--- src/sv/rhc_pkg.sv ---
`default_nettype none
package rhc_pkg;

   localparam int CHANNEL_BITS  = 8;
   localparam int HUE_FRAC_BITS = 6;
   localparam int HUE_BITS      = 9 + HUE_FRAC_BITS;
   localparam int HQ_BITS       = 6 + HUE_FRAC_BITS;
   localparam int DIV_STAGES    = (CHANNEL_BITS > HQ_BITS) ? CHANNEL_BITS : HQ_BITS;
   localparam int NUM_BITS      = CHANNEL_BITS + DIV_STAGES;

   localparam logic [HUE_BITS-1:0] DEG60  = HUE_BITS'(60 << HUE_FRAC_BITS);
   localparam logic [HUE_BITS-1:0] DEG120 = HUE_BITS'(120 << HUE_FRAC_BITS);
   localparam logic [HUE_BITS-1:0] DEG240 = HUE_BITS'(240 << HUE_FRAC_BITS);
   localparam logic [HUE_BITS-1:0] DEG360 = HUE_BITS'(360 << HUE_FRAC_BITS);

   typedef struct packed {
      logic [CHANNEL_BITS-1:0] red;
      logic [CHANNEL_BITS-1:0] green;
      logic [CHANNEL_BITS-1:0] blue;
   } req_type;

   typedef struct packed {
      logic [HUE_BITS-1:0]     hue;
      logic [CHANNEL_BITS-1:0] saturation;
      logic [CHANNEL_BITS-1:0] value;
      logic                    hue_undefined;
   } rsp_type;

   typedef struct packed {
      logic [HUE_BITS-1:0]     hue_base;
      logic                    neg;
      logic                    undef;
      logic [CHANNEL_BITS-1:0] value;
   } side_type;

   typedef struct packed {
      logic [NUM_BITS-1:0]     num_sat;
      logic [CHANNEL_BITS-1:0] den_sat;
      logic [NUM_BITS-1:0]     num_hue;
      logic [CHANNEL_BITS-1:0] den_hue;
      side_type                side;
   } mid_type;

endpackage
`default_nettype wire

--- src/sv/rhc_fifo.sv ---
`default_nettype none
module rhc_fifo #(
   parameter int WIDTH = 8
) (
   input  wire logic             clock,
   input  wire logic             reset,
   input  wire logic             push,
   input  wire logic [WIDTH-1:0] wdata,
   output logic                  full,
   input  wire logic             pop,
   output logic                  empty,
   output logic [WIDTH-1:0]      rdata
);

   logic [WIDTH-1:0] mem_ff [2];
   logic             wr_ptr_ff, wr_ptr_in;
   logic             rd_ptr_ff, rd_ptr_in;
   logic [1:0]       count_ff, count_in;
   logic             do_push, do_pop;

   assign full    = (count_ff == 2'd2);
   assign empty   = (count_ff == 2'd0);
   assign rdata   = mem_ff[rd_ptr_ff];
   assign do_push = push && !full;
   assign do_pop  = pop && !empty;

   always_comb begin
      wr_ptr_in = do_push ? !wr_ptr_ff : wr_ptr_ff;
      rd_ptr_in = do_pop ? !rd_ptr_ff : rd_ptr_ff;
      count_in  = count_ff + 2'(do_push) - 2'(do_pop);
   end

   always_ff @(posedge clock) begin
      if (reset) begin
         wr_ptr_ff <= 1'b0;
         rd_ptr_ff <= 1'b0;
         count_ff  <= 2'd0;
      end else begin
         wr_ptr_ff <= wr_ptr_in;
         rd_ptr_ff <= rd_ptr_in;
         count_ff  <= count_in;
      end
   end

   always_ff @(posedge clock) begin
      if (do_push) begin
         mem_ff[wr_ptr_ff] <= wdata;
      end
   end

endmodule
`default_nettype wire

--- src/sv/rhc_front.sv ---
`default_nettype none
module rhc_front (
   input  wire rhc_pkg::req_type item,
   output rhc_pkg::mid_type      work
);

   localparam int C = rhc_pkg::CHANNEL_BITS;

   logic [C-1:0]   mx, mn, delta, mag;
   logic [C:0]     diff, diff_neg;
   logic [2*C-1:0] sat_prod;
   logic [C+5:0]   m60;
   logic [rhc_pkg::HUE_BITS-1:0] base;

   always_comb begin
      mx = item.red;
      if (item.green > mx) mx = item.green;
      if (item.blue > mx) mx = item.blue;
      mn = item.red;
      if (item.green < mn) mn = item.green;
      if (item.blue < mn) mn = item.blue;
      delta = mx - mn;

      // sector by largest channel, red wins ties, then green
      if (item.red == mx) begin
         diff = {1'b0, item.green} - {1'b0, item.blue};
         base = '0;
      end else if (item.green == mx) begin
         diff = {1'b0, item.blue} - {1'b0, item.red};
         base = rhc_pkg::DEG120;
      end else begin
         diff = {1'b0, item.red} - {1'b0, item.green};
         base = rhc_pkg::DEG240;
      end
      diff_neg = -diff;
      mag      = diff[C] ? diff_neg[C-1:0] : diff[C-1:0];

      sat_prod = {delta, {C{1'b0}}} - {{C{1'b0}}, delta};
      m60      = (C+6)'(mag) * (C+6)'(60);

      work.num_sat       = rhc_pkg::NUM_BITS'(sat_prod);
      work.den_sat       = mx;
      work.num_hue       = rhc_pkg::NUM_BITS'(m60) << rhc_pkg::HUE_FRAC_BITS;
      work.den_hue       = delta;
      work.side.hue_base = base;
      work.side.neg      = diff[C];
      work.side.undef    = (mx == '0) || (delta == '0);
      work.side.value    = mx;
   end

endmodule
`default_nettype wire

--- src/sv/rhc_div.sv ---
`default_nettype none
module rhc_div (
   input  wire logic                                clock,
   input  wire logic                                en,
   input  wire logic [rhc_pkg::NUM_BITS-1:0]        num,
   input  wire logic [rhc_pkg::CHANNEL_BITS-1:0]    den,
   output logic [rhc_pkg::DIV_STAGES-1:0]           quo,
   output logic                                     rem_nz
);

   localparam int C = rhc_pkg::CHANNEL_BITS;
   localparam int N = rhc_pkg::DIV_STAGES;

   logic [C-1:0] rem_ff [N];
   logic [N-1:0] sh_ff  [N];
   logic [C-1:0] den_ff [N-1];

   for (genvar k = 0; k < N; k++) begin : g_stage
      logic [C-1:0] rem_prev, rem_in, den_prev;
      logic [N-1:0] sh_prev, sh_in;
      logic [C:0]   t;
      logic         ge;

      if (k == 0) begin : g_first
         assign rem_prev = num[C+N-1:N];
         assign sh_prev  = num[N-1:0];
         assign den_prev = den;
      end else begin : g_next
         assign rem_prev = rem_ff[k-1];
         assign sh_prev  = sh_ff[k-1];
         assign den_prev = den_ff[k-1];
      end

      always_comb begin
         t      = {rem_prev, sh_prev[N-1]};
         ge     = (t >= {1'b0, den_prev});
         rem_in = ge ? C'(t - {1'b0, den_prev}) : t[C-1:0];
         sh_in  = {sh_prev[N-2:0], ge};
      end

      always_ff @(posedge clock) begin
         if (en) begin
            rem_ff[k] <= rem_in;
            sh_ff[k]  <= sh_in;
         end
      end

      if (k < N-1) begin : g_den
         always_ff @(posedge clock) begin
            if (en) begin
               den_ff[k] <= den_prev;
            end
         end
      end
   end

   assign quo    = sh_ff[N-1];
   assign rem_nz = |rem_ff[N-1];

endmodule
`default_nettype wire

--- src/sv/rhc_back.sv ---
`default_nettype none
module rhc_back (
   input  wire logic             clock,
   input  wire logic             reset,
   input  wire logic             mid_empty,
   input  wire rhc_pkg::mid_type mid_data,
   output logic                  mid_pop,
   input  wire logic             out_full,
   output logic                  out_push,
   output rhc_pkg::rsp_type      out_data
);

   localparam int N  = rhc_pkg::DIV_STAGES;
   localparam int HB = rhc_pkg::HUE_BITS;

   logic              advance;
   logic [N-1:0]      valid_ff;
   rhc_pkg::side_type side_ff [N];
   logic [N-1:0]      quo_sat, quo_hue;
   logic              nz_sat, nz_hue;
   logic signed [HB:0] qq, h;
   rhc_pkg::side_type last;

   assign advance = !out_full;
   assign mid_pop = advance && !mid_empty;

   rhc_div u_div_sat (
      .clock  (clock),
      .en     (advance),
      .num    (mid_data.num_sat),
      .den    (mid_data.den_sat),
      .quo    (quo_sat),
      .rem_nz (nz_sat)
   );

   rhc_div u_div_hue (
      .clock  (clock),
      .en     (advance),
      .num    (mid_data.num_hue),
      .den    (mid_data.den_hue),
      .quo    (quo_hue),
      .rem_nz (nz_hue)
   );

   always_ff @(posedge clock) begin
      if (reset) begin
         valid_ff <= '0;
      end else if (advance) begin
         valid_ff <= {valid_ff[N-2:0], !mid_empty};
      end
   end

   always_ff @(posedge clock) begin
      if (advance) begin
         side_ff[0] <= mid_data.side;
         for (int k = 1; k < N; k++) begin
            side_ff[k] <= side_ff[k-1];
         end
      end
   end

   assign last     = side_ff[N-1];
   assign out_push = advance && valid_ff[N-1];

   always_comb begin
      // floor toward minus infinity for negative offsets
      qq = (HB+1)'(quo_hue) + (HB+1)'(last.neg && nz_hue);
      h  = $signed({1'b0, last.hue_base}) + (last.neg ? -qq : qq);
      if (h < 0) begin
         h = h + $signed({1'b0, rhc_pkg::DEG360});
      end else if (h >= $signed({1'b0, rhc_pkg::DEG360})) begin
         h = h - $signed({1'b0, rhc_pkg::DEG360});
      end
      out_data.hue           = last.undef ? '0 : h[HB-1:0];
      out_data.saturation    = last.undef ? '0 : rhc_pkg::CHANNEL_BITS'(quo_sat);
      out_data.value         = last.value;
      out_data.hue_undefined = last.undef;
   end

endmodule
`default_nettype wire

--- src/sv/rgb_to_hsv_converter_core.sv ---
`default_nettype none
// channel   direction  ports                 transfer when
// request   in         req_data, push, full  push && !full
// response  out        rsp_data, empty, pop  pop && !empty
//
// one pixel per cycle sustained while the response queue is not full; hue and
// saturation come from the restoring divider pipelines, one quotient bit per stage
// reset is synchronous and clears queue counts and stage valid bits
// a full response queue stalls the divider pipeline; the 2-entry queue in front
// of it keeps full low while the pipeline moves
module rgb_to_hsv_converter_core (
   input  wire logic             clock,
   input  wire logic             reset,
   input  wire logic             push,
   input  wire rhc_pkg::req_type req_data,
   output logic                  full,
   input  wire logic             pop,
   output logic                  empty,
   output rhc_pkg::rsp_type      rsp_data
);

   rhc_pkg::mid_type mid_in, mid_out;
   logic             mid_empty, mid_pop;
   rhc_pkg::rsp_type out_in;
   logic             out_push, out_full;

   rhc_front u_front (
      .item (req_data),
      .work (mid_in)
   );

   rhc_fifo #(.WIDTH($bits(rhc_pkg::mid_type))) u_mid_fifo (
      .clock (clock),
      .reset (reset),
      .push  (push),
      .wdata (mid_in),
      .full  (full),
      .pop   (mid_pop),
      .empty (mid_empty),
      .rdata (mid_out)
   );

   rhc_back u_back (
      .clock     (clock),
      .reset     (reset),
      .mid_empty (mid_empty),
      .mid_data  (mid_out),
      .mid_pop   (mid_pop),
      .out_full  (out_full),
      .out_push  (out_push),
      .out_data  (out_in)
   );

   rhc_fifo #(.WIDTH($bits(rhc_pkg::rsp_type))) u_out_fifo (
      .clock (clock),
      .reset (reset),
      .push  (out_push),
      .wdata (out_in),
      .full  (out_full),
      .pop   (pop),
      .empty (empty),
      .rdata (rsp_data)
   );

   a_no_push_full: assert property (@(posedge clock) disable iff (reset)
      out_push |-> !out_full) else $error("response queue overrun");

   a_hue_range: assert property (@(posedge clock) disable iff (reset)
      !empty |-> rsp_data.hue < rhc_pkg::DEG360) else $error("hue out of range");

   a_undef_zero: assert property (@(posedge clock) disable iff (reset)
      (!empty && rsp_data.hue_undefined) |-> (rsp_data.hue == '0 && rsp_data.saturation == '0))
      else $error("undefined hue not zeroed");

   a_pop_moves: assert property (@(posedge clock) disable iff (reset)
      (mid_pop && !$past(reset)) |-> !mid_empty) else $error("pop from empty queue");

endmodule
`default_nettype wire

--- config.mk ---
export PLATFORM = sky130hd
export DESIGN_NAME = rgb_to_hsv_converter_core
export DESIGN_NICKNAME = d
export VERILOG_FILES = /design/src/sv/rhc_pkg.sv /design/src/sv/rhc_fifo.sv /design/src/sv/rhc_front.sv /design/src/sv/rhc_div.sv /design/src/sv/rhc_back.sv /design/src/sv/rgb_to_hsv_converter_core.sv
export SDC_FILE = /design/constraint.sdc
export NUM_CORES = 2
export LEC_CHECK = 0
export ABC_AREA = 1
export BUFFER_PORTS_ARGS = -buffer_cell sky130_fd_sc_hd__buf_2
export CORE_MARGIN = 2
export CORE_UTILIZATION = 45
export CTS_BUF_LIST = sky130_fd_sc_hd__clkbuf_4
export CTS_CLUSTER_DIAMETER = 150
export CTS_CLUSTER_SIZE = 24
export DETAILED_ROUTE_END_ITERATION = 6
export MAX_ROUTING_LAYER = met4
export REMOVE_ABC_BUFFERS = 1
export SYNTH_ARGS = -nofsm -noshare
export SYNTH_HDL_FRONTEND = slang
export SYNTH_SLANG_ARGS = --single-unit
--- constraint.sdc ---
create_clock -name clock -period 20.8 [get_ports clock]
set_input_delay 2.08 -clock clock [delete_from_list [all_inputs] [get_ports clock]]
set_output_delay 2.08 -clock clock [all_outputs]
set_load 0.01 [all_outputs]
## After elaboration in Yosys (flattened, before gate mapping)

Memories as Yosys holds them, arrays and structs flattened. A register that Yosys moved wholly into a read port is not among the register bits.
Index checks and enable logic that the tools add are counted.

- $add $sub $neg: 39
- $mul: 1
- Magnitude comparators: 30
- Equal/unequal tests: 4
- Mux-type cells: 47
- Reductions and logical operators: 21

Operator list:

| operator | count |
|---|---|
| $mux W8 | 30 |
| $ge A9 B8 Y1 | 24 |
| $sub A8 B8 Y8 | 25 |
| $mux W15 | 4 |
| $sub A8 B8 Y9 | 3 |
| $mux W9 | 2 |
| $add A16 B16 Y16 | 1 |
| $eq A8 B8 Y1 | 2 |
| $ge A16 B16 Y1 const B | 1 |
| $gt A8 B8 Y1 | 2 |
| $logic_not A8 Y1 | 2 |
| $lt A16 B1 Y1 const B | 1 |
| $lt A8 B8 Y1 | 2 |
| $mux W16 | 1 |
| $neg A16 Y16 | 1 |
| $sub A16 B8 Y16 | 1 |
| $add A15 B15 Y15 const B | 1 |
| $sub A15 B15 Y15 const B | 1 |
| $mux W14 | 1 |
| $add A12 B1 Y13 | 1 |
| $mul A8 B4 Y12 const B | 1 |
| $mux W1 | 9 |
| $logic_not A1 Y1 | 8 |
| $neg A8 Y8 | 1 |
| other kinds (7) | 17 |

- Register bits: 20
- RAM bits: 1158
- Input bits: 28
- Output and inout bits: 34
- Logic and storage cells: 158
- Memories kept: 9

Memory list:

| memory | depth | bits a word | read ports | clocked after Yosys merged registers in | write ports | line | text |
|---|---|---|---|---|---|---|---|
| u_back.side_ff | 12 | 25 | 12 | 0 | 12 | rhc_back.sv:18 | `rhc_pkg::side_type side_ff [N];` |
| u_back.u_div_hue.sh_ff | 12 | 12 | 12 | 0 | 12 | rhc_div.sv:15 | `logic [N-1:0] sh_ff [N];` |
| u_back.u_div_sat.sh_ff | 12 | 12 | 12 | 0 | 12 | rhc_div.sv:15 |  |
| u_mid_fifo.mem_ff | 2 | 69 | 1 | 1 | 1 | rhc_fifo.sv:15 | `logic [WIDTH-1:0] mem_ff [2];` |
| u_back.u_div_hue.rem_ff | 12 | 8 | 12 | 0 | 12 | rhc_div.sv:14 | `logic [C-1:0] rem_ff [N];` |
| u_back.u_div_sat.rem_ff | 12 | 8 | 11 | 0 | 12 | rhc_div.sv:14 |  |
| 3 more memories | -- | -- | -- | -- | -- | -- |  |

## Logic depth before layout (Yosys ltp)

An unclocked memory read counts as a cell.

- Depth in word-level cells: 11
- Depth in mapped cells: 55
- Depth with buffers taken out: 54

## Modules after synthesis

From an unflattened synthesis, not the netlist that was laid out.

- Cells, all modules: 5217
- Area, all modules: 58548.7 sq um

Modules (own cells, without submodules):

| module | instances | cells an instance | area an instance (sq um) | sequential area each (sq um) |
|---|---|---|---|---|
| rhc_div (u_back.u_div_sat) | 1 | 1647 | 16756.1 | 9849.4 |
| rhc_div (u_back.u_div_hue) | 1 | 1654 | 16743.6 | 9849.4 |
| rhc_back | 1 | 756 | 11508.5 | 9248.9 |
| rhc_fifo (u_mid_fifo) | 1 | 291 | 6500.0 | 4964.8 |
| rhc_front | 1 | 730 | 4322.9 | 0.0 |
| rhc_fifo (u_out_fifo) | 1 | 139 | 2717.6 | 2021.9 |

## Worst setup path after synthesis

Ideal clock, no wire load.

- Path type: register to register
- Start: register u_out_fifo.count_ff[1]
- End: memory u_back.side_ff[0][19] (netlist bit) (enable)
- Library setup time: 1205 ps
- Data arrival time: 16961 ps
- Required time: 19595 ps
- Slack: 2634 ps
- Stages on the path, launching flop included: 5
- Buffers on the path: 1
- Clock period less this slack: 18166 ps
- Cells stage by stage: dfxtp_1 -> inv_1 -> nor2_1 -> inv_1 -> clkbuf_1

RTL lines:

| what | line | text |
|---|---|---|
| start: declaration | rhc_fifo.sv:18 | `logic [1:0] count_ff, count_in;` |
| start signal: assignment | rhc_fifo.sv:41 | `count_ff <= count_in;` |
| end: declaration | rhc_back.sv:18 |  |

==> parameters.txt <==
Parameter                              Value

Routing
  Total Routed Length    63.6 mm
  Wirelength per Cell    13.7 microns
  Via Count    22700
  Violation count after the first detailed-routing iteration    1133
  Number of antenna-violating nets in the routed design    0
  Uppermost signal routing layer after detailed routing    met4
  Detailed Routing Iterations Pass 1    5
  M1 WL    27.3 mm
  Met3 WL post-DR    1.55 mm
  DRC Markers    0
  Routed length on met2    33.4 mm
  Vias per Instance    4.89

CTS
  Number of gates given a new drive strength after cts    0
  Hold-fix buffers, CTS    0
  Count of clock tree sinks    785
  Clock root buffer master    clkbuf_4
  TritonCTS clock tree    done
  H-tree Lvls    2
  TritonCTS Buffers    38
  Worst-path clk slew    0.23 ns
  Post-CTS setup buffer count    0
  Later-pin clock latency in the skew report    0.85 ns
  Maximum buffer depth of the clock tree    3

Floorplan
  Row Count    107
  Area of the die    0.0887 sq mm
  Core Region    0.0854 sq mm
  Number of I/O pins    62
  Die Wd    298 microns
  Initial Util    45.5%
  DIE HEIGHT    298 microns

Cells and area
  Share of layout cells above drive strength 1    7.70%
  Final cell count without fillers    4638
  Layout-stage area growth over the synthesis result    5.29%
  Total number of nets in the final design    3810

Timing
  Headroom to the max-slew limit    17.2%
  Final Critical Period    9.26 ns
  Timing-limited maximum frequency    0.108 GHz
  Actual transition at the worst max-transition pin    1.24 ns
  Skew final    0.0460 ns
  Total Negative Setup Slacks    0 ns
  Setup repair after global routing missed its margin    no
  Final worst slack    11.54 ns
  Max-slew violation total from the final report    0
  Final-report hold violation count    0
  Fraction of the cycle the final worst path needs    44.5%
  Final-report setup violation count    0

Global routing
  Remaining global-route overflow    0
  Total GRT Usage    14.8%
  Via count of the first global-routing pass    22100
  Number of antenna violations at the first check in global routing    2
  Wire length of the first global-routing pass    106 mm
  Largest net degree at the start of global routing    122

Synthesis
  Asr flop ratio synth    0%
  Flip-flop cell with the highest count after synthesis    edfxtp_1
  Number of flops mapped to enable cells by yosys    763
  Share of synthesized area occupied by flip-flops and latches    60.1%
  Mapped Cells    3414
  Total standard cell area after synthesis    0.0389 sq mm
  Ys Warns    0
  Number of distinct library cells after synthesis    59
  Flip-flop and latch count after synthesis    785
  Average size of a mapped cell    11.4 sq um

Worst setup path
  Slack of the worst reg-to-reg path    15.99 ns
  Worst path required time    21.41 ns
  Data arrival time of the critical path    9.87 ns
  R2R depth    27
  Largest fanout on the critical path    21
  Capturing element type of the critical path    flip-flop
  Type of the setup path with the least slack    input port to flip-flop
  Reg-to-reg critical path startpoint    u_back.side_ff[2][84]$_DFFE_PN_
  Maximum cell stage delay along the critical path    0.50 ns
  Type of element launching the critical path    input port
  Worst flop-to-flop path endpoint    u_out_fifo.mem_ff[1][28]$_DFFE_PP_
  Number of buffers and inverters on the critical path    5
  Worst path slowest cell    fa_1
  Kind of cell adding the most delay to the critical path    simple AND/OR/NAND/NOR gates
  CP dominant cell by count    nand2_1

Worst hold path
  Worst Hold Launch    u_back.u_div_sat.sh_ff[1][39]$_DFFE_PN_
  Count of cells along the worst hold path    0
  Hold Path End    u_back.u_div_sat.sh_ff[2][4]$_DFFE_PN_
  Worst hold path type    flip-flop to flip-flop

Placement
  Count of buffers inserted at the top-level ports    61
  Placer Congestion    0.874
  Number of cells in the design after placement    4582
  DP Wirelength    46.6 mm
  Setup WS pre-CTS    10.65 ns

Job
  Number of violations of the max-capacitance limit    0

Status
  Outcome    complete, no violations
==> worst max-delay path by stage <==
stage                                            from                                  to  slack, ns  cells after the start
floorplan           u_out_fifo.count_ff[1]$_SDFF_PP0_   u_out_fifo.mem_ff[1][0]$_DFFE_PP_       5.14                      5
global placement                         req_data[14]  u_mid_fifo.mem_ff[0][44]$_DFFE_PP_      10.69                     45
detailed placement                       req_data[14]  u_mid_fifo.mem_ff[0][44]$_DFFE_PP_      10.65                     44
CTS                                      req_data[14]  u_mid_fifo.mem_ff[0][44]$_DFFE_PP_      11.63                     44
global route                             req_data[14]  u_mid_fifo.mem_ff[0][44]$_DFFE_PP_      10.71                     45
finish                                   req_data[14]  u_mid_fifo.mem_ff[0][44]$_DFFE_PP_      11.54                     44
==> layer usage <==
metal | GRT usage (%) | up-vias
met5 | - | -
met1 | 17.1 | 10500
met2 | 27.5 | 236
met4 | 3.57 | 0
met3 | 1.58 | 73
li1 | - | 11800
==> flip-flops by register name (all words and copies together) (netlist names), named ones only <==
register                 flops
u_back.u_div_sat.sh_ff      95
u_back.valid_ff             12
u_mid_fifo.mem_ff           96
u_mid_fifo.count_ff          2
u_mid_fifo.wr_ptr_ff         1
u_back.u_div_hue.den_ff     84
u_out_fifo.wr_ptr_ff         1
u_mid_fifo.rd_ptr_ff         1
u_out_fifo.mem_ff           64
u_back.u_div_sat.rem_ff     88
u_out_fifo.rd_ptr_ff         1
u_back.u_div_hue.sh_ff      84
u_back.u_div_sat.den_ff     77
u_back.u_div_hue.rem_ff     96
u_out_fifo.count_ff          2
u_back.side_ff              79
==> final cells by class <==
class	instances	area, sq um
fill	7809	44500
sequential	785	23400
multi-input combinational	2097	13500
inverter	479	1810
tap	1144	1430
timing repair buffer	77	425
clock buffer	52	390
clock inverter	2	12.5
antenna	2	5.00
==> synth_stat cells (4+ instances only) <==
cell type / instances / area share [%]
a31oi_1: 10 / 0.16
nand2_4: 7 / 0.20
nand3_1: 87 / 1.1
nand3_2: 12 / 0.31
nand4_1: 41 / 0.66
xor2_1: 117 / 2.6
o22ai_1: 10 / 0.16
nor3b_1: 4 / 0.077
or2_2: 19 / 0.31
mux2_2: 32 / 0.93
edfxtp_1: 763 / 59
clkbuf_1: 39 / 0.38
nor2_1: 339 / 3.3
mux2i_1: 6 / 0.15
nor4_1: 7 / 0.11
inv_1: 472 / 4.6
buf_6: 7 / 0.20
o21ai_1: 7 / 0.090
o21bai_1: 13 / 0.25
nand2_2: 28 / 0.45
inv_2: 7 / 0.068
o21ai_0: 153 / 2.0
ha_1: 268 / 8.6
dfxtp_1: 22 / 1.1
nor2_2: 9 / 0.14
buf_1: 5 / 0.048
fa_1: 36 / 1.9
nand2_1: 484 / 4.7
o211ai_1: 8 / 0.15
nand3b_1: 4 / 0.077
a21o_1: 7 / 0.14
a21oi_1: 248 / 3.2
nor3_1: 25 / 0.32
xnor2_1: 50 / 1.1
nor2_4: 4 / 0.12
a211oi_1: 17 / 0.33
o31ai_1: 13 / 0.25
==> through the flow <==
step / instance area (sq um) / hold WS (ns) / util (%)
2_1_floorplan: 38600 / 0.400 / -
3_3_place_gp: 40500 / 0.400 / 47.4
3_5_place_dp: 40500 / 0.405 / 47.4
4_1_cts: 40900 / 0.398 / 47.9
5_1_grt: 40900 / 0.429 / 47.9
6_report: 40900 / 0.420 / 47.9
==> layout by cell type (no fill, tap or decap), types with 13 or more instances in the layout <==
cell type	count
nand2_2	28
nand2_1	484
ha_1	268
or2_2	19
a211oi_1	17
clkbuf_4	52
mux2_2	32
fa_1	36
nand4_1	41
nand3_1	87
nor2_1	335
edfxtp_1	763
xor2_1	117
dfxtp_1	21
a21oi_1	248
o21bai_1	13
nor3_1	25
o21ai_0	153
inv_1	471
buf_2	61
buf_4	16
o31ai_1	13
xnor2_1	50
==> cell families (layout without fill, tap and decap cells) <==
family          Yosys count  in the layout  share of synthesized area [%]
xor+xnor                168            168                           3.81
compound gates          507            507                           7.19
other cells               0              2                              0
flops                   785            785                           60.1
simple gates           1080           1080                           12.0
mux                      38             38                           1.08
fa+ha+maj               304            304                           10.5
buf+inv                 532            610                           5.29
Power is left out: the tool's default activity adds up to more than one toggle a clock period on the data nets, which glitch-free logic cannot reach.
